===== src/rtl/ttg_pkg.sv =====
// Shared widths, constants and types of the triangle tangent generator.
package ttg_pkg;

    localparam int FIELD_W         = 16;
    localparam int COORD_WIDTH_DEF = 16;
    localparam int NUM_AXES        = 3;
    localparam int DELTA_W         = FIELD_W + 1;
    localparam int PROD_W          = 2 * DELTA_W;
    localparam int SUM_W           = PROD_W + 1;
    localparam int TAN_W           = 32;
    localparam int FRAC_SHIFT      = 20;
    localparam int QUEUE_DEPTH     = 2;
    localparam int COPIES          = 3;

    typedef logic signed [DELTA_W-1:0] delta_t;
    typedef logic [TAN_W-1:0]          tan_t;

    localparam tan_t TAN_MAX = {1'b0, {(TAN_W-1){1'b1}}};
    localparam tan_t TAN_MIN = {1'b1, {(TAN_W-1){1'b0}}};

    // One complete triangle, reduced to the deltas against its first vertex.
    typedef struct packed {
        delta_t [NUM_AXES-1:0] dp1;
        delta_t [NUM_AXES-1:0] dp2;
        delta_t                d1u;
        delta_t                d1v;
        delta_t                d2u;
        delta_t                d2v;
    } tri_t;

    // Handshake between the queue and the back end.
    typedef struct packed {
        logic valid;
        tri_t data;
    } tri_req_t;

endpackage


===== src/rtl/ttg_front.sv =====
// Front end: collects vertices and forms the deltas of each finished triangle.
module ttg_front #(
    parameter int COORD_WIDTH = ttg_pkg::COORD_WIDTH_DEF
) (
    input  logic                         clk,
    input  logic                         rst_n,
    input  logic                         vertex_valid,
    output logic                         vertex_ready,
    input  logic [ttg_pkg::FIELD_W-1:0]  pos_x,
    input  logic [ttg_pkg::FIELD_W-1:0]  pos_y,
    input  logic [ttg_pkg::FIELD_W-1:0]  pos_z,
    input  logic [ttg_pkg::FIELD_W-1:0]  tex_u,
    input  logic [ttg_pkg::FIELD_W-1:0]  tex_v,
    output logic                         push_valid,
    input  logic                         push_ready,
    output ttg_pkg::tri_t                push_data
);
    import ttg_pkg::*;

    localparam int EXT_W = (COORD_WIDTH < FIELD_W) ? COORD_WIDTH : FIELD_W;

    localparam logic [1:0] PH_FIRST  = 2'd0;
    localparam logic [1:0] PH_SECOND = 2'd1;
    localparam logic [1:0] PH_THIRD  = 2'd2;

    function automatic delta_t sext(input logic [FIELD_W-1:0] f);
        sext = {{(DELTA_W-EXT_W){f[EXT_W-1]}}, f[EXT_W-1:0]};
    endfunction

    logic [1:0]            phase_reg;
    logic [1:0]            phase_next;
    delta_t [NUM_AXES-1:0] first_pos_reg;
    delta_t [NUM_AXES-1:0] second_pos_reg;
    delta_t                first_u_reg;
    delta_t                first_v_reg;
    delta_t                second_u_reg;
    delta_t                second_v_reg;
    delta_t [NUM_AXES-1:0] vpos;
    delta_t                vu;
    delta_t                vv;
    logic                  accept;

    assign vpos = {sext(pos_z), sext(pos_y), sext(pos_x)};
    assign vu   = sext(tex_u);
    assign vv   = sext(tex_v);

    assign vertex_ready = (phase_reg != PH_THIRD) || push_ready;
    assign push_valid   = vertex_valid && (phase_reg == PH_THIRD);
    assign accept       = vertex_valid && vertex_ready;

    always_comb
    begin
        phase_next = phase_reg;
        if (accept)
        begin
            unique case (phase_reg)
                PH_FIRST:  phase_next = PH_SECOND;
                PH_SECOND: phase_next = PH_THIRD;
                default:   phase_next = PH_FIRST;
            endcase
        end
    end

    always_ff @(posedge clk or negedge rst_n)
    begin
        if (!rst_n)
        begin
            phase_reg <= PH_FIRST;
        end
        else
        begin
            phase_reg <= phase_next;
        end
    end

    always_ff @(posedge clk)
    begin
        if (accept && (phase_reg == PH_FIRST))
        begin
            first_pos_reg <= vpos;
            first_u_reg   <= vu;
            first_v_reg   <= vv;
        end
        if (accept && (phase_reg == PH_SECOND))
        begin
            second_pos_reg <= vpos;
            second_u_reg   <= vu;
            second_v_reg   <= vv;
        end
    end

    // Deltas fit in DELTA_W since each operand spans at most EXT_W bits.
    always_comb
    begin
        for (int i = 0; i < NUM_AXES; i++)
        begin
            push_data.dp1[i] = second_pos_reg[i] - first_pos_reg[i];
            push_data.dp2[i] = vpos[i] - first_pos_reg[i];
        end
        push_data.d1u = second_u_reg - first_u_reg;
        push_data.d1v = second_v_reg - first_v_reg;
        push_data.d2u = vu - first_u_reg;
        push_data.d2v = vv - first_v_reg;
    end

endmodule


===== config.mk =====
export PLATFORM = sky130hd
export DESIGN_NAME = ttg_front
export DESIGN_NICKNAME = d
export VERILOG_FILES = /design/src/rtl/ttg_pkg.sv /design/src/rtl/ttg_front.sv
export SDC_FILE = /design/constraint.sdc
export NUM_CORES = 1
export LEC_CHECK = 0
export ABC_AREA = 0
export BUFFER_PORTS_ARGS = -buffer_cell sky130_fd_sc_hd__buf_2
export CAP_MARGIN = 40
export CORE_ASPECT_RATIO = 0.7
export CORE_MARGIN = 2
export CORE_UTILIZATION = 40
export CTS_CLUSTER_DIAMETER = 40
export DETAILED_ROUTE_END_ITERATION = 12
export PLACE_DENSITY = 0.57
export SLEW_MARGIN = 30
export SYNTH_ARGS = -nofsm -noshare
export SYNTH_HDL_FRONTEND = slang
export SYNTH_SLANG_ARGS = --single-unit

===== constraint.sdc =====
create_clock -name clk -period 8.2 [get_ports clk]
set_clock_uncertainty 0.05 [all_clocks]
set_input_delay 1.64 -clock clk [delete_from_list [all_inputs] [get_ports clk]]
set_output_delay 1.64 -clock clk [all_outputs]
set_load 0.01 [all_outputs]

==> results of run 1 <==
## how the worst max path moves through the flow
stage / from / to / depth (start not counted)
6_report: pos_x[0] / push_data[82] / 11
5_1_grt: pos_x[0] / push_data[82] / 11
4_1_cts: pos_x[0] / push_data[82] / 11
3_5_place_dp: pos_x[0] / push_data[82] / 11
3_3_place_gp: pos_x[0] / push_data[82] / 11
2_1_floorplan: vertex_valid / first_pos_reg[0] / 2
## placed cells by master, fill, tap and decap left out, types with 10 or more instances in the layout
cell / synthesis / final
buf_2: 1 / 255
ha_1: 160 / 160
edfxtp_1: 160 / 160
inv_1: 159 / 159
nor2_1: 100 / 99
a21oi_1: 95 / 95
xnor2_1: 78 / 78
o21ai_0: 65 / 65
nand2_1: 62 / 62
a21o_1: 40 / 40
xor2_1: 35 / 35
nor2b_1: 32 / 32
o21a_1: 30 / 30
nor3_1: 28 / 27
nand3_1: 20 / 20
a31oi_1: 19 / 19
clkbuf_16: 0 / 17
nand2b_1: 16 / 16
o21bai_1: 16 / 16
and3_1: 15 / 15
o211ai_1: 14 / 14
a211oi_1: 14 / 14
nand4_1: 12 / 12
a21boi_0: 11 / 11
fa_1: 10 / 10
## where the power goes
part           total, mW  leakage, nW  switching (mW)  internal, mW
registers           1.16         1.51          0.0514          1.11
logic               2.64         5.16            1.57          1.07
clock network      0.769        0.270           0.325         0.443
## metal layers
layer,vias up,global-route usage,routed length [µm]
li1,5397,-,-
met1,4968,0.282,16700
met2,202,0.301,14600
met3,18,0.0468,1720
met4,0,0.0454,422
met5,-,0,0
## per-stage QoR
| stage | instance area, µm² | power [mW] | util |
|---|---|---|---|
| 2_1_floorplan | 13000 | 2.92 | - |
| 3_3_place_gp | 14700 | 3.80 | 0.459 |
| 3_5_place_dp | 14800 | 3.82 | 0.460 |
| 4_1_cts | 15300 | 4.62 | 0.477 |
| 5_1_grt | 15300 | 4.93 | 0.477 |
| 6_report | 15300 | 4.57 | 0.477 |
## cell families (layout without fill, tap and decap cells)
family,after synthesis,count (layout),share of synthesized area
AO/OA/AOI/OAI,385,385,0.204
XOR/XNOR,113,113,0.0763
adder cells (fa/ha/maj),170,170,0.170
buffers and inverters,177,450,0.0513
flip-flops,162,162,0.374
multiplexers,5,5,0.00386
other,0,2,0
AND/OR/NAND/NOR,316,316,0.120
## cell type report
type | count | area, µm² | area share
multi-input cells | 989 | 7460 | 0.486
flip-flops and latches | 162 | 4850 | 0.316
repair buffers | 259 | 1340 | 0.0870
inverters | 159 | 597 | 0.0389
well taps | 427 | 534 | 0.0348
clock buffers | 20 | 437 | 0.0285
clock inverters | 12 | 116 | 0.00759
diodes | 2 | 5.00 | 0.000326
==> results.sh, run 1 <==
export IMPL_hold_buffers=0
export IMPL_antenna_left=0
export IMPL_rsz0062_at_grt="no"
export IMPL_crit_family="compound AO/OA/AOI/OAI gates"
export IMPL_synth_warnings=0
export IMPL_clockBufferDepth=2
export IMPL_crit_top_cell="buf_2"
export IMPL_ys_seq_area_frac=0.374
export IMPL_drtIter0Drc=571
export IMPL_slowest_delay_ns=0.49
export IMPL_hp_start="phase_reg[1]"
export IMPL_syn_nets=1582
export IMPL_maxSlewViolCount=0
export IMPL_critPathArrivalTime_ns=3.85
export IMPL_cts_root_buffer="clkbuf_16"
export IMPL_clock_sinks=162
export IMPL_max_freq_mhz=181
export IMPL_endpoint_kind="output port"
export IMPL_synthTopCellsByArea="edfxtp_1 (37%), ha_1 (15%), xnor2_1 (5.3%), inv_1 (4.6%), a21oi_1 (3.7%)"
export IMPL_required_ns=6.51
export IMPL_synth_common_cells="edfxtp_1 (160), ha_1 (160), inv_1 (159)"
export IMPL_die_h_um=155
export IMPL_fin_cells=2030
export IMPL_crit_fanout=4
export IMPL_final_nets=1842
export IMPL_finalCritPeriodShare=0.675
export IMPL_cts_setup_buffers=0
export IMPL_r2r_slack_ns=6.07
export IMPL_fin_ws_ns=2.66
export IMPL_p_leak_nw=6.93
export IMPL_initial_core_util=0.403
export IMPL_ir_drop_uv=145
export IMPL_dp_cells=1996
export IMPL_max_slew_margin_rel=0.470
export IMPL_grt_use_total=0.197
export IMPL_vias=10600
export IMPL_syn_area_um2=13000
export IMPL_syn2layout_area_growth_pct=18.3
export IMPL_cp_cell_sequence="buf_2 > inv_1 > ha_1 > fa_1 > nor2b_1 > o21ai_2 > a211oi_1 > o41ai_4 > or4b_1 > o211ai_1 > buf_2"
export IMPL_wire_per_inst_um=16.5
export IMPL_synth_edf_count=160
export IMPL_crit_path_top_delay_cell="or4b_1"
export IMPL_io_pins=256
export IMPL_insertion_delay_ns=0.43
export IMPL_yosysTopAreaCell="edfxtp_1"
export IMPL_ys_dominant_reg_cell="edfxtp_1"
export IMPL_hold_slack_ns=0.617
export IMPL_viasPerCell=5.21
export IMPL_dieArea_um2=33900
export IMPL_n_fill_cell=3069
export IMPL_hold_path_end="phase_reg[1]"
export IMPL_antenna_found_initial=2
export IMPL_reg2reg_depth=3
export IMPL_drc=0
export IMPL_worstSetupPathType="in -> out"
export IMPL_cts_made_buffers=17
export IMPL_min_path_cells=1
export IMPL_yosys_area_top_type_share=0.371
export IMPL_fin_crit_ns=5.54
export IMPL_r2r_start="phase_reg[0]"
export IMPL_core_region_area_um2=32100
export IMPL_routabilityCongestion=0.869
export IMPL_grt_pass1_vias=9960
export IMPL_hpwl_um=27000
export IMPL_grt_max_degree=72
export IMPL_io_buffers=255
export IMPL_powerDensity_nw_per_um2=298
export IMPL_layout_drive_gt1_share=0.191
export IMPL_clkSlewWorstSetupHoldPaths_ns=0.07
export IMPL_holdCritPathClass="reg -> reg"
export IMPL_startpoint_type="input port"
export IMPL_htree_levels=4
export IMPL_syn_area_per_cell_um2=9.76
export IMPL_grt_pass1_wl_um=52500
export IMPL_hold_violations=0
export IMPL_drv_cap=0
export IMPL_synth_cell_types=67
export IMPL_cts_tree="built"
export IMPL_reg2reg_to="second_pos_reg[39]"
export IMPL_cts_resized=0
export IMPL_tightest_slew_ns=0.795
export IMPL_outcome="finished, final reports clean"
export IMPL_final_setup_tns_ns=0
export IMPL_ys_ff_latch=162
export IMPL_place_ws_ns=2.63
export IMPL_cp_num_buf_inv=3
export IMPL_grt_ovfl_total=0
export IMPL_die_x_um=219
export IMPL_setup_viol_count_final=0
export IMPL_postSynth_asyncResetShare=0.0123
export IMPL_wl_um=33500
export IMPL_postSynthCellCount=1328
export IMPL_first_pass_iters=5
export IMPL_row_count=55
Power figures use the tool's default switching activity.
==> run 2: changes to the inputs <==
--- a/config.mk
+++ b/config.mk
@@ -5,7 +5,7 @@
 export SDC_FILE = /design/constraint.sdc
 export NUM_CORES = 1
 export LEC_CHECK = 0
-export ABC_AREA = 0
+export ABC_AREA = 1
 export BUFFER_PORTS_ARGS = -buffer_cell sky130_fd_sc_hd__buf_2
 export CAP_MARGIN = 40
 export CORE_ASPECT_RATIO = 0.7
@@ -13,7 +13,7 @@
 export CORE_UTILIZATION = 40
 export CTS_CLUSTER_DIAMETER = 40
 export DETAILED_ROUTE_END_ITERATION = 12
-export PLACE_DENSITY = 0.57
+export PLACE_DENSITY = 0.58
 export SLEW_MARGIN = 30
 export SYNTH_ARGS = -nofsm -noshare
 export SYNTH_HDL_FRONTEND = slang
==> constraint.sdc (replaced) <==
create_clock -name clk -period 4.8 [get_ports clk]
set_clock_uncertainty 0.05 [all_clocks]
set_input_delay 0.96 -clock clk [delete_from_list [all_inputs] [get_ports clk]]
set_output_delay 0.96 -clock clk [all_outputs]
set_load 0.01 [all_outputs]
==> run 2 against run 1 <==
Effect of this change:
- sequential cell count unchanged
- core utilization is 0.36 points lower
- sequential power rose by 68%
- worst hold slack worse by 0.38 ns
- routed wire length is 15% higher
- count of clock-buffer cells in the layout decreased by 3
- design area is 15% higher
- die area increased by 16%
- global-route usage grew 0.33 points
- via count rose by 30%
- register-to-register slack worse by 3.1 ns
- first-iteration DRC count is 26% higher
- largest cell class unchanged
==> results.sh, run 2 <==
export IMPL_p_sw_frac=0.457
export IMPL_comb_power_share=0.576
export IMPL_io_pins=256
export IMPL_grt_pass1_vias=12800
export IMPL_grt_ovfl_total=0
export IMPL_grt_use_total=0.200
export IMPL_synth_edf_count=160
export IMPL_htree_levels=4
export IMPL_syn_area_per_cell_um2=6.64
export IMPL_required_ns=3.79
export IMPL_drtIter0Drc=721
export IMPL_slowest_delay_ns=0.41
export IMPL_viasPerCell=4.52
export IMPL_fin_crit_ns=3.65
export IMPL_critPathArrivalTime_ns=2.64
export IMPL_syn_nets=2519
export IMPL_synthSimpleGateAreaFrac=0.313
export IMPL_postSynthCellCount=2265
export IMPL_cp_num_buf_inv=4
export IMPL_maxSlewViolCount=0
export IMPL_cts_made_buffers=17
export IMPL_cp_cell_sequence="buf_2 > inv_1 > ha_1 > fa_1 > inv_1 > nand2_1 > nand2_1 > nand3_1 > nand2_1 > nand2_1 > nand2_1 > nand2_1 > nand2_1 > buf_2"
export IMPL_crit_fanout=3
export IMPL_grt_max_degree=54
export IMPL_rsz0062_at_grt="no"
export IMPL_cts_root_buffer="clkbuf_16"
export IMPL_holdCritPathClass="in -> async"
export IMPL_wl_um=38500
export IMPL_core_region_area_um2=37100
export IMPL_yosys_cell_count_top_type="nand2_1"
export IMPL_setup_viol_count_final=0
export IMPL_layout_drive_gt1_share=0.116
export IMPL_synth_mux_area_frac=0
export IMPL_drv_cap=0
export IMPL_row_count=59
export IMPL_syn2layout_area_growth_pct=17.0
export IMPL_p_total_mw=7.97
export IMPL_io_buffers=255
export IMPL_p_sw_mw=3.65
export IMPL_insertion_delay_ns=0.44
export IMPL_clock_sinks=162
export IMPL_finalCritPeriodShare=0.761
export IMPL_mostFrequentLayoutCells="nand2_1 (937), inv_1 (574), buf_2 (255)"
export IMPL_synthAdderAreaFrac=0.146
export IMPL_routabilityCongestion=0.876
export IMPL_syn_area_um2=15000
export IMPL_postSynth_asyncResetShare=0.0123
export IMPL_utilization=0.474
export IMPL_cts_resized=0
export IMPL_p_leak_nw=10.7
export IMPL_ys_ff_latch=162
export IMPL_yosys_area_top_type_share=0.319
export IMPL_synth_warnings=0
export IMPL_outcome="finished, final reports clean"
export IMPL_r2r_start="phase_reg[0]"
export IMPL_yosysTopAreaCell="edfxtp_1"
export IMPL_powerDensity_nw_per_um2=453
export IMPL_reg2reg_depth=3
export IMPL_cts_setup_buffers=0
export IMPL_die_h_um=166
export IMPL_internal_power_mw=4.33
export IMPL_ys_dominant_reg_cell="edfxtp_1"
export IMPL_die_x_um=236
export IMPL_ys_seq_area_frac=0.323
export IMPL_startpoint_type="input port"
export IMPL_wire_per_inst_um=12.7
export IMPL_synth_xor_area_share=0.0408
export IMPL_grt_pass1_wl_um=63500
export IMPL_worstSetupPathType="in -> out"
export IMPL_hold_buffers=0
export IMPL_drc=0
export IMPL_synth_common_cells="nand2_1 (937), inv_1 (574), edfxtp_1 (160), ha_1 (160), nand3_1 (114)"
export IMPL_initial_core_util=0.405
export IMPL_final_nets=2797
export IMPL_crit_path_top_delay_cell="fa_1"
export IMPL_hold_violations=0
export IMPL_vias=13800
export IMPL_clkSlewWorstSetupHoldPaths_ns=0.06
export IMPL_final_common_cell="nand2_1"
export IMPL_hpwl_um=32500
export IMPL_power_frac_clock=0.180
export IMPL_cts_tree="built"
export IMPL_crit_family="simple AND/OR/NAND/NOR gates"
export IMPL_max_freq_mhz=274
export IMPL_reg2reg_to="second_pos_reg[41]"
export IMPL_synth_compound_area_share=0.0338
export IMPL_synth_cell_types=16
export IMPL_antenna_left=0
export IMPL_endpoint_kind="output port"
export IMPL_clockBufferDepth=2
export IMPL_synthTopCellsByArea="edfxtp_1 (32%), nand2_1 (23%), inv_1 (14%), ha_1 (13%), nand3_1 (3.8%)"
export IMPL_fin_ws_ns=1.15
export IMPL_first_pass_iters=7
export IMPL_final_setup_tns_ns=0
export IMPL_seqPwrFrac=0.244
export IMPL_dieArea_um2=39200
export IMPL_antenna_found_initial=2
export IMPL_tightest_slew_ns=0.799
export IMPL_max_slew_margin_rel=0.467
export IMPL_ir_drop_uv=255
export IMPL_r2r_slack_ns=2.97
export IMPL_crit_top_cell="nand2_1"
export IMPL_synth_top_family_by_area="simple AND/OR/NAND/NOR gates"
export IMPL_place_ws_ns=1.17
-- run 2: logic make-up after synthesis --
family,Yosys count
AND/OR/NAND/NOR,1188
buffers and inverters,574
adder cells (fa/ha/maj),170
flip-flops,162
AO/OA/AOI/OAI,101
XOR/XNOR,70
-- run 2: layout make-up --
cell class / instances / area (µm²)
repair buffers: 259 / 1310
fillers: 3850 / 19500
diodes: 2 / 5.00
clock inverters: 15 / 181
inverters: 574 / 2150
well taps: 488 / 611
multi-input cells: 1529 / 8050
flip-flops and latches: 162 / 4850
clock buffers: 17 / 425
-- run 2: worst max-delay path by stage --
stage,from,endpoint,slack (ns),cells after the start
6_report,pos_z[0],push_data[118],1.15,14
2_1_floorplan,vertex_valid,first_pos_reg[0],0.14,2
5_1_grt,pos_z[0],push_data[118],0.99,14
3_5_place_dp,pos_z[0],push_data[118],1.17,14
3_3_place_gp,pos_z[0],push_data[118],1.19,14
4_1_cts,pos_z[0],push_data[118],1.17,14
-- run 2: power groups by stage --
stage / clock network (mW) / registers (mW) / logic, mW
floorplan: 0 / 1.98 / 3.05
global placement: 0 / 1.97 / 4.58
detailed placement: 0 / 1.98 / 4.61
CTS: 1.47 / 1.95 / 4.64
global route: 1.53 / 1.97 / 5.22
finish: 1.43 / 1.95 / 4.59
-- run 2: layer usage --
layer  vias up  wire (µm)  track usage
li1       7439          -            -
met1      6049      19400        0.281
met2       249      16600        0.318
met3        36       1780       0.0344
met4         0        786       0.0579
met5         -          0            0
-- run 2: metrics by stage --
| step | cell area [µm²] | instances | hold slack, ns |
|---|---|---|---|
| floorplan | 15100 | 2265 | 0.516 |
| global placement | 17000 | 3012 | 0.615 |
| detailed placement | 17000 | 3012 | 0.645 |
| CTS | 17600 | 3044 | 0.219 |
| global route | 17600 | 3046 | 0.216 |
| finish | 17600 | 3046 | 0.239 |
