**src/rtl/ttg_pkg.sv**
```systemverilog
// Shared widths, constants and types of the triangle tangent generator.
package ttg_pkg;

    localparam int FIELD_W         = 16;
    localparam int COORD_WIDTH_DEF = 16;
    localparam int NUM_AXES        = 3;
    localparam int DELTA_W         = FIELD_W + 1;
    localparam int PROD_W          = 2 * DELTA_W;
    localparam int SUM_W           = PROD_W + 1;
    localparam int TAN_W           = 32;
    localparam int FRAC_SHIFT      = 20;
    localparam int QUEUE_DEPTH     = 2;
    localparam int COPIES          = 3;

    typedef logic signed [DELTA_W-1:0] delta_t;
    typedef logic [TAN_W-1:0]          tan_t;

    localparam tan_t TAN_MAX = {1'b0, {(TAN_W-1){1'b1}}};
    localparam tan_t TAN_MIN = {1'b1, {(TAN_W-1){1'b0}}};

    // One complete triangle, reduced to the deltas against its first vertex.
    typedef struct packed {
        delta_t [NUM_AXES-1:0] dp1;
        delta_t [NUM_AXES-1:0] dp2;
        delta_t                d1u;
        delta_t                d1v;
        delta_t                d2u;
        delta_t                d2v;
    } tri_t;

    // Handshake between the queue and the back end.
    typedef struct packed {
        logic valid;
        tri_t data;
    } tri_req_t;

endpackage

```
**src/rtl/ttg_fifo.sv**
```systemverilog
// Short queue of triangle requests between the front and back ends.
module ttg_fifo #(
    parameter int DEPTH = ttg_pkg::QUEUE_DEPTH
) (
    input  logic              clk,
    input  logic              rst_n,
    input  logic              push_valid,
    output logic              push_ready,
    input  ttg_pkg::tri_t     push_data,
    output ttg_pkg::tri_req_t head,
    input  logic              pop
);
    import ttg_pkg::*;

    localparam int PTR_W = (DEPTH > 1) ? $clog2(DEPTH) : 1;
    localparam int CNT_W = $clog2(DEPTH + 1);

    tri_t             entry_reg [DEPTH];
    logic [PTR_W-1:0] wr_ptr_reg;
    logic [PTR_W-1:0] rd_ptr_reg;
    logic [CNT_W-1:0] count_reg;
    logic             do_push;
    logic             do_pop;

    assign push_ready = (count_reg != CNT_W'(DEPTH));
    assign do_push    = push_valid && push_ready;
    assign do_pop     = pop && (count_reg != '0);
    assign head.valid = (count_reg != '0);
    assign head.data  = entry_reg[rd_ptr_reg];

    function automatic logic [PTR_W-1:0] wrap_inc(input logic [PTR_W-1:0] p);
        wrap_inc = (p == PTR_W'(DEPTH - 1)) ? '0 : p + 1'b1;
    endfunction

    always_ff @(posedge clk or negedge rst_n)
    begin
        if (!rst_n)
        begin
            wr_ptr_reg <= '0;
            rd_ptr_reg <= '0;
            count_reg  <= '0;
        end
        else
        begin
            if (do_push)
            begin
                wr_ptr_reg <= wrap_inc(wr_ptr_reg);
            end
            if (do_pop)
            begin
                rd_ptr_reg <= wrap_inc(rd_ptr_reg);
            end
            if (do_push && !do_pop)
            begin
                count_reg <= count_reg + 1'b1;
            end
            else if (do_pop && !do_push)
            begin
                count_reg <= count_reg - 1'b1;
            end
        end
    end

    always_ff @(posedge clk)
    begin
        if (do_push)
        begin
            entry_reg[wr_ptr_reg] <= push_data;
        end
    end

endmodule

```
**config.mk**
```make
export PLATFORM = sky130hd
export DESIGN_NAME = ttg_fifo
export DESIGN_NICKNAME = d
export VERILOG_FILES = /design/src/rtl/ttg_pkg.sv /design/src/rtl/ttg_fifo.sv
export SDC_FILE = /design/constraint.sdc
export NUM_CORES = 1
export LEC_CHECK = 0
export ABC_AREA = 1
export BUFFER_PORTS_ARGS = -buffer_cell sky130_fd_sc_hd__buf_2
export CAP_MARGIN = 40
export CORE_UTILIZATION = 54
export CTS_BUF_LIST = sky130_fd_sc_hd__clkbuf_4
export DETAILED_ROUTE_END_ITERATION = 7
export HOLD_SLACK_MARGIN = 0.1
export PLACE_DENSITY = 0.79
export SETUP_SLACK_MARGIN = 0.5
export SLEW_MARGIN = 40
export SYNTH_ARGS = -nofsm -noshare
export SYNTH_HDL_FRONTEND = slang
export SYNTH_SLANG_ARGS = --single-unit
```
**constraint.sdc**
```tcl
create_clock -name clk -period 10.3 [get_ports clk]
set_input_delay 2.06 -clock clk [delete_from_list [all_inputs] [get_ports clk]]
set_output_delay 2.06 -clock clk [all_outputs]
set_load 0.01 [all_outputs]
```
==> flow_metrics.py, run 1 <==
metrics = {
    "placement": {
        "placedCellCount": 1546,
        "dpl-instance-area_sq_um": 14600,
        "place_ws_ns": 5.90,
        "finalWeightedCongestion": 0.807,
        "dp_hpwl_mm": 17.4,
        "numPortBuffers": 345,
    },
    "synthesis": {
        "syn_nets": 1091,
        "synth_area_sq_um": 12600,
        "synth-seq-area-share_pct": 81.7,
        "ys_ff_latch": 344,
        "synth_top_area_share_pct": 80.9,
        "syn_inst": 916,
        "syn_area_per_cell_sq_um": 13.8,
        "synth_cell_types": 16,
        "synth_top_cell_by_area": "edfxtp_1",
        "yosys-top-cells-area": "edfxtp_1 (81%), nand2_1 (15%), buf_2 (0.91%), buf_6 (0.89%), dfrtp_1 (0.79%)",
        "synth_warnings": 0,
    },
    "die": {
        "io_pins": 346,
        "core-area_sq_um": 22800,
        "die_area_sq_um": 24000,
        "start_util_pct": 55.4,
        "die_y_um": 155,
        "row_count": 55,
        "die_w_um": 155,
    },
    "detailed_routing": {
        "drt-wirelength-per-cell_um": 16.1,
        "drcViolationCount": 0,
        "first_pass_iters": 5,
        "num_vias": 8246,
        "wl_mm": 27.3,
        "via_per_inst": 4.85,
        "detail-route-antenna-nets": 0,
        "drt-initial-drc-count": 464,
    },
    "min_path": {
        "holdPathEnd": "count_reg[0]",
        "hold_path_class": "flop to flop",
        "hold_depth": 1,
        "min_from": "count_reg[0]",
    },
    "timing": {
        "rsz0062_at_grt": "false",
        "fin_skew_ns": 0.0561,
        "worst_pin_slew_ns": 0.816,
        "drv_slew": 0,
        "final.min_clock_period_ns": 5.06,
        "max_freq_mhz": 198,
        "final_hold_viol_count": 0,
        "fin_ws_ns": 5.24,
        "max-slew-margin-rel_pct": 45.6,
        "fin_setup_tns_ns": 0,
        "setup_viol": 0,
        "holdWs_ns": 0.506,
        "fin_crit_sh_pct": 49.1,
    },
    "finish": {
        "final.fill_count": 1615,
        "utilization_pct": 68.9,
        "drive_above_1_share_pct": 36.6,
        "area_growth_pct": 24.3,
        "fin_area_sq_um": 15700,
        "nets": 1496,
        "largest_reg_flops": 340,
        "fin_cells": 1699,
    },
    "worst_setup_path": {
        "startpoint_type": "flop",
        "arrival_ns": 3.00,
        "ff2ff_path_depth": 6,
        "r2r-start": "count_reg[0]",
        "worstSetupPathType": "flop to output port",
        "timing.rr.end": "entry_reg[1][59]",
        "worst-path-max-fanout": 95,
        "cp.required_ns": 8.24,
        "ff2ff_setup_slack_ns": 7.60,
        "worstSetupEndpointType": "output port",
    },
    "global_routing": {
        "grt_overflow": 0,
        "grt_pass1_wl_mm": 41.7,
        "grt.total_usage_pct": 22.9,
        "grt_max_degree": 98,
        "grt_pass1_vias": 8507,
        "antenna_found_initial": 7,
    },
    "pwr": {
        "powerDensity_nw_per_um2": 288,
        "p_leak_nw": 6.88,
        "p_total_mw": 4.52,
        "ir_worst_vdd_mv": 0.226,
    },
    "clock_network": {
        "postCtsHoldBufs": 0,
        "clock_latency_ns": 0.68,
        "cts_resized": 0,
        "root_buffer": "clkbuf_4",
        "cts_tree": "built",
        "clkSinkCount": 344,
        "clkSlewWorstSetupHoldPaths_ns": 0.06,
        "htreeDepth": 3,
        "cts_buffers": 86,
        "clock_path_buffers": 3,
        "post_cts_buffers": 0,
    },
    "flow_run": {
        "drv.max_cap_violation_count": 0,
    },
    "run_status": {
        "outcome": "complete, no violations",
    },
}
==> cell usage in the layout (no fill, tap or decap) <==
master | netlist | routed
nand2_1 | 510 | 510
buf_2 | 23 | 345
edfxtp_1 | 340 | 340
clkbuf_4 | 0 | 129
clkinv_1 | 0 | 11
nand2_2 | 10 | 10
inv_1 | 6 | 6
diode_2 | 0 | 5
buf_4 | 3 | 5
clkinvlp_4 | 0 | 3
clkinv_2 | 0 | 3
dfrtp_1 | 4 | 3
buf_6 | 10 | 3
nor2_4 | 0 | 2
nand3_1 | 2 | 2
inv_6 | 0 | 1
xnor2_1 | 1 | 1
xor2_1 | 1 | 1
nand4_1 | 1 | 1
ha_1 | 1 | 1
inv_2 | 0 | 1
bufinv_16 | 0 | 1
buf_12 | 0 | 1
dfrtp_4 | 0 | 1
==> worst max path at each step <==
stage	from	endpoint	slack, ns	depth (start not counted)
floorplan	push_valid	entry_reg[0][0]	0.38	2
global placement	rd_ptr_reg	head[88]	5.48	5
detailed placement	rd_ptr_reg	head[88]	5.90	5
CTS	rd_ptr_reg	head[88]	5.15	5
global route	rd_ptr_reg	head[5]	5.02	5
finish	rd_ptr_reg	head[88]	5.24	5
==> Yosys cell counts <==
cell,count
buf_2,23
buf_4,3
buf_6,10
clkbuf_1,1
dfrtp_1,4
edfxtp_1,340
ha_1,1
inv_1,6
inv_4,1
nand2_1,510
nand2_2,10
nand3_1,2
nand4_1,1
nor2_1,2
xnor2_1,1
xor2_1,1
==> routing by layer <==
layer	wire length, um	global-route usage [%]
met1	9800	24.7
met2	13400	38.0
met3	3000	10.4
met4	1040	11.3
met5	37	0
==> power by group <==
part | internal (mW) | switching (mW) | total [mW]
Combinational | 0.447 | 0.962 | 1.41
Clock | 0.595 | 0.509 | 1.10
Sequential | 1.92 | 0.0958 | 2.01
==> cell type report <==
class | instances | area [sq um] | share of cell area, %
tap | 313 | 392 | 2.50
clock inverter | 19 | 113 | 0.718
clock buffer | 129 | 968 | 6.17
sequential | 344 | 10300 | 65.7
timing repair buffer | 354 | 1820 | 11.6
antenna | 5 | 12.5 | 0.0797
multi-input combinational | 528 | 2050 | 13.0
inverter | 7 | 31.3 | 0.199
==> critical path, stage by stage, from the launching register on <==
cell and delay [ns]:
dfrtp_4 0.67, inv_6 0.53, buf_6 0.65, nand2_1 0.12, nand2_1 0.13, buf_2 0.14
==> cell families after synthesis <==
group                    share of synthesized area, %
XOR/XNOR                                        0.139
flip-flops                                       81.7
AND/OR/NAND/NOR                                  15.8
adder cells (fa/ha/maj)                        0.0991
buffers and inverters                            2.24
No activity file was read; power rests on OpenSTA's default activity.
==> run 2, diff against run 1 <==
==> constraint.sdc (replaced) <==
create_clock -name clk -period 5.1 [get_ports clk]
set_input_delay 1.02 -clock clk [delete_from_list [all_inputs] [get_ports clk]]
set_output_delay 1.02 -clock clk [all_outputs]
set_load 0.01 [all_outputs]
==> run 2 against run 1 <==
  * Sequential power rose by 100%
  * Sequential share of layout area up 0.13 points
  * Core utilization fell by 0.13 points
  * Register-to-register slack worse by 4.8 ns
  * Largest cell class unchanged
  * Largest power group unchanged
==> flow_metrics.py, run 2 (synthesized netlist as in run 1, its figures left out) <==
metrics = {
    "worst_setup_path": {
        "cp.required_ns": 4.08,
        "slowest_delay_ns": 0.72,
        "cp_top_family": "buffers and inverters",
        "critPathBufInv": 3,
        "path_cells": "inv_6, buf_12, nand2_1, nand2_1, buf_2",
        "worstSetupEndpointType": "output port",
        "arrival_ns": 2.80,
        "startpoint_type": "flop",
        "cp_common_cell": "nand2_1",
        "worst-path-max-fanout": 85,
        "worstSetupPathType": "flop to output port",
        "crit_slowest_cell": "dfrtp_4",
    },
    "die": {
        "row_count": 55,
        "core-area_sq_um": 22800,
        "io_pins": 346,
        "die_area_sq_um": 24000,
        "die_y_um": 155,
        "start_util_pct": 55.4,
        "die_w_um": 155,
    },
    "detailed_routing": {
        "drt-wirelength-per-cell_um": 16.3,
        "drt-initial-drc-count": 603,
        "wl_mm": 27.3,
        "num_vias": 8322,
        "first_pass_iters": 5,
        "via_per_inst": 4.95,
        "detail-route-antenna-nets": 0,
        "drcViolationCount": 0,
    },
    "timing": {
        "final_hold_viol_count": 0,
        "fin_skew_ns": 0.0237,
        "fin_crit_sh_pct": 75.0,
        "final.min_clock_period_ns": 3.82,
        "max-slew-margin-rel_pct": 48.0,
        "fin_ws_ns": 1.28,
        "rsz0062_at_grt": "false",
        "worst_pin_slew_ns": 0.778,
        "setup_viol": 0,
        "max_freq_mhz": 261,
        "drv_slew": 0,
    },
    "pwr": {
        "p_total_mw": 9.09,
        "powerDensity_nw_per_um2": 580,
        "p_leak_nw": 6.84,
        "ir_worst_vdd_mv": 0.472,
    },
    "global_routing": {
        "grt.total_usage_pct": 22.7,
        "grt_overflow": 0,
        "grt_pass1_vias": 8330,
        "grt_pass1_wl_mm": 40.9,
        "antenna_found_initial": 8,
        "grt_max_degree": 90,
    },
    "min_path": {
        "hold_path_class": "flop to flop",
    },
    "finish": {
        "final.fill_count": 1577,
        "nets": 1495,
        "area_growth_pct": 24.1,
        "final_common_cell": "nand2_1",
        "drive_above_1_share_pct": 36.0,
        "largest_reg_flops": 340,
        "final_cell_mix": "nand2_1 (510), buf_2 (345), edfxtp_1 (340)",
    },
    "clock_network": {
        "clock_path_buffers": 3,
        "cts_resized": 0,
        "htreeDepth": 3,
        "root_buffer": "clkbuf_4",
        "cts_buffers": 84,
        "cts_tree": "built",
        "clkSinkCount": 344,
        "clkSlewWorstSetupHoldPaths_ns": 0.07,
        "clock_latency_ns": 0.68,
    },
    "placement": {
        "dp_hpwl_mm": 17.4,
        "numPortBuffers": 345,
        "finalWeightedCongestion": 0.756,
        "place_ws_ns": 2.00,
    },
    "flow_run": {
        "drv.max_cap_violation_count": 0,
    },
    "run_status": {
        "outcome": "complete, no violations",
    },
}
[run 2: path summary, 6_finish.rpt]
path / startpoint / to / slack [ns] / depth (start not counted)
worst max-delay path: rd_ptr_reg / head[162] / 1.28 / 5
worst min-delay path: count_reg[0] / count_reg[0] / 0.51 / 1
worst max register to register: count_reg[0] / entry_reg[1][16] / 2.85 / 5
worst min register to register: count_reg[0] / count_reg[0] / 0.51 / 1
max in group asynchronous: rst_n / rd_ptr_reg / 4.24 / 2
min in group asynchronous: rst_n / count_reg[1] / 0.72 / 2
[run 2: area by class of cell]
cell class	instances	area (sq um)	area share, %
Multi-Input combinational cell	528	2050	13.1
Timing Repair Buffer	355	1870	12.0
Clock buffer	113	848	5.42
Antenna cell	5	12.5	0.0799
Clock inverter	15	146	0.935
Inverter	7	31.3	0.200
Sequential cell	344	10300	65.8
Tap cell	313	392	2.50
[run 2: what timing repair did]
| action | CTS | global route |
|---|---|---|
| setup endpoints to repair | 0 | 0 |
| buffers inserted | 0 | 0 |
| hold endpoints to repair | 4 | 0 |
| hold buffers | 1 | 0 |
[run 2: worst reg2reg max path, stage by stage (launching register included)]
cell     delay (ns)
dfrtp_1        0.38
inv_1          0.08
nand2_1        0.07
nand2_1        0.17
nor2_4         0.64
buf_12         0.46
[run 2: metrics by stage]
stage	util [%]	cells	hold slack [ns]	area, sq um	TNS [ns]
2_1_floorplan	-	916	0.462	12600	-314.24
3_3_place_gp	64.2	1545	0.485	14600	0
3_5_place_dp	64.3	1546	0.492	14600	0
4_1_cts	68.7	1675	0.458	15700	0
5_1_grt	68.7	1678	0.447	15700	0
6_report	68.8	1680	0.507	15700	0
[run 2: routing by layer]
metal / track usage [%] / up-vias / wire length, um
li1: - / 3940 / -
met1: 23.8 / 3857 / 9500
met2: 38.5 / 447 / 13600
met3: 9.94 / 72 / 3280
met4: 11.8 / 6 / 939
met5: 0 / - / 37
[run 2: power breakdown]
| group | leakage (nW) | total (mW) | internal, mW | switching (mW) |
|---|---|---|---|---|
| registers | 3.21 | 4.08 | 3.86 | 0.215 |
| clock network | 0.585 | 2.16 | 1.16 | 0.991 |
| logic | 3.05 | 2.86 | 0.928 | 1.93 |
| total | 6.84 | 9.09 | 5.95 | 3.14 |
==> run 3, diff against run 2 <==
==> constraint.sdc (replaced) <==
create_clock -name clk -period 3.85 [get_ports clk]
set_input_delay 0.77 -clock clk [delete_from_list [all_inputs] [get_ports clk]]
set_output_delay 0.77 -clock clk [all_outputs]
set_load 0.01 [all_outputs]
==> run 3 against run 2 <==
  * Flip-flop and latch count did not move
  * Final cell count rose by 0.83%
  * First-iteration DRC count fell by 26%
  * Sequential power rose by 30%
  * Global-route usage fell by 0.21 points
  * Design area rose by 0.80%
  * Clock power rose by 41%
  * Critical path type unchanged
  * Critical endpoint is now head[87]
  * Largest power group unchanged
==> flow_metrics.py, run 3 (synthesized netlist as in run 1, its figures left out) <==
metrics = {
    "run_status": {
        "outcome": "complete, no violations",
    },
    "clock_network": {
        "htreeDepth": 3,
        "cts_tree": "built",
        "clock_path_buffers": 3,
        "post_cts_buffers": 0,
        "root_buffer": "clkbuf_4",
        "clkSlewWorstSetupHoldPaths_ns": 0.06,
        "cts_buffers": 86,
        "clock_latency_ns": 0.68,
        "clkSinkCount": 344,
    },
    "global_routing": {
        "grt.total_usage_pct": 22.4,
        "antenna_found_initial": 6,
        "grt_max_degree": 172,
        "grt_overflow": 0,
        "grt_pass1_wl_mm": 40.9,
        "grt_pass1_vias": 8254,
    },
    "detailed_routing": {
        "wl_met1_mm": 10.2,
        "first_pass_iters": 5,
        "num_vias": 8176,
        "detail-route-antenna-nets": 0,
        "dr.max_layer_used": "met5",
        "via_per_inst": 4.83,
        "dr_wl_met3_mm": 2.62,
        "wl_mm": 27.0,
        "wl_met2_mm": 13.3,
        "drt-initial-drc-count": 445,
        "drt-wirelength-per-cell_um": 15.9,
        "drcViolationCount": 0,
    },
    "min_path": {
        "hold_depth": 1,
        "min_from": "push_data[57]",
        "holdPathEnd": "entry_reg[1][57]",
        "hold_path_class": "primary input to flop",
    },
    "pwr": {
        "comb_power_share_pct": 31.7,
        "p_seq_share_pct": 43.5,
        "ir_worst_vdd_mv": 0.504,
        "swShare_pct": 34.3,
        "p_int_mw": 8.04,
        "p_leak_nw": 6.91,
        "powerDensity_nw_per_um2": 774,
        "power_switching_mw": 4.19,
        "clkPwrFrac_pct": 24.8,
        "p_total_mw": 12.2,
    },
    "finish": {
        "final_common_cell": "nand2_1",
        "final.fill_count": 1548,
        "area_growth_pct": 25.1,
        "drive_above_1_share_pct": 36.7,
        "final_cell_mix": "nand2_1 (509), buf_2 (345), edfxtp_1 (340)",
        "largest_reg_flops": 340,
        "nets": 1499,
        "fin_area_sq_um": 15800,
    },
    "worst_setup_path": {
        "worstSetupEndpointType": "output port",
        "ff2ff_path_depth": 5,
        "timing.rr.end": "entry_reg[0][84]",
        "path_cells": "inv_6, buf_4, nand2_1, nand2_1, buf_2",
        "startpoint_type": "flop",
        "crit_slowest_cell": "dfrtp_4",
        "worst-path-max-fanout": 67,
        "ff2ff_setup_slack_ns": 1.70,
        "r2r-start": "count_reg[0]",
        "critPathBufInv": 3,
        "worstSetupPathType": "flop to output port",
        "cp.required_ns": 3.08,
        "cp_top_family": "buffers and inverters",
        "cp_common_cell": "nand2_1",
        "arrival_ns": 2.33,
        "slowest_delay_ns": 0.51,
    },
    "timing": {
        "holdWs_ns": 0.275,
        "max_freq_mhz": 322,
        "setup_viol": 0,
        "fin_crit_sh_pct": 80.6,
        "final_hold_viol_count": 0,
        "rsz0062_at_grt": "false",
        "fin_ws_ns": 0.745,
        "fin_skew_ns": 0.0314,
        "max-slew-margin-rel_pct": 49.3,
        "worst_pin_slew_ns": 0.761,
        "drv_slew": 0,
        "final.min_clock_period_ns": 3.10,
        "fin_setup_tns_ns": 0,
    },
    "placement": {
        "place_ws_ns": 1.41,
        "finalWeightedCongestion": 0.793,
        "dpl-instance-area_sq_um": 14700,
        "dp_hpwl_mm": 17.1,
        "numPortBuffers": 345,
    },
    "die": {
        "core-area_sq_um": 22800,
        "die_w_um": 155,
        "die_area_sq_um": 24000,
        "die_y_um": 155,
        "start_util_pct": 55.4,
        "row_count": 55,
        "io_pins": 346,
    },
    "flow_run": {
        "drv.max_cap_violation_count": 0,
    },
}
==> run 3: cell count changes in the layout (fill, tap and decap cells not counted), sizes merged <==
cell	delta
clkbuf	+12
clkinv	+5
buf	+2
clkinvlp	-2
inv	-2
diode	-1
==> run 3: worst register-to-register path: stages (launching register included) <==
cell and delay [ns]:
dfrtp_1 0.38, inv_1 0.08, nand2_1 0.18, nand2_8 0.09
nor2_4 0.58, buf_12 0.41
==> run 3: metrics by stage <==
step | util [%] | std cells
floorplan | - | 916
global placement | 64.4 | 1548
detailed placement | 64.4 | 1548
CTS | 69.3 | 1690
global route | 69.3 | 1694
finish | 69.3 | 1694
==> run 3: power groups by stage <==
stage	logic, mW	clock network, mW	registers, mW
final	3.88	3.04	5.31
after detailed placement	3.91	0	5.39
after floorplan	2.36	0	5.40
after global placement	3.84	0	5.36
after CTS	3.93	3.12	5.32
after global routing	4.28	3.31	5.38
==> run 3: worst max-delay path by stage <==
stage | start | endpoint | slack [ns] | cells after the start
after detailed placement | push_valid | entry_reg[0][91] | 1.41 | 4
after global routing | rd_ptr_reg | head[11] | 0.58 | 5
after global placement | rd_ptr_reg | head[87] | 1.45 | 5
final | rd_ptr_reg | head[87] | 0.75 | 5
after CTS | rd_ptr_reg | head[87] | 0.68 | 5
after floorplan | push_valid | entry_reg[0][0] | 0.06 | 2
==> run 3: layer usage <==
layer  global-route usage [%]  vias to the layer above
met3                     8.91                       58
met4                     10.4                        4
li1                         -                     3973
met5                        0                        -
met2                     38.1                      362
met1                     24.8                     3779
==> run 3: cell type report <==
cell class              count  area [sq um]  area share (%)
flip-flops and latches    344         10300            65.3
multi-input cells         528          2060            13.1
repair buffers            357          1880            11.9
clock buffers             125           938            5.94
well taps                 313           392            2.48
clock inverters            16           160            1.01
inverters                   7          31.3           0.198
diodes                      4          10.0          0.0634
==> run 3: repair_timing <==
action / CTS / global route
endpoints found under the hold margin: 4 / 0
hold buffers: 1 / 0
gates resized for setup: 0 / 0
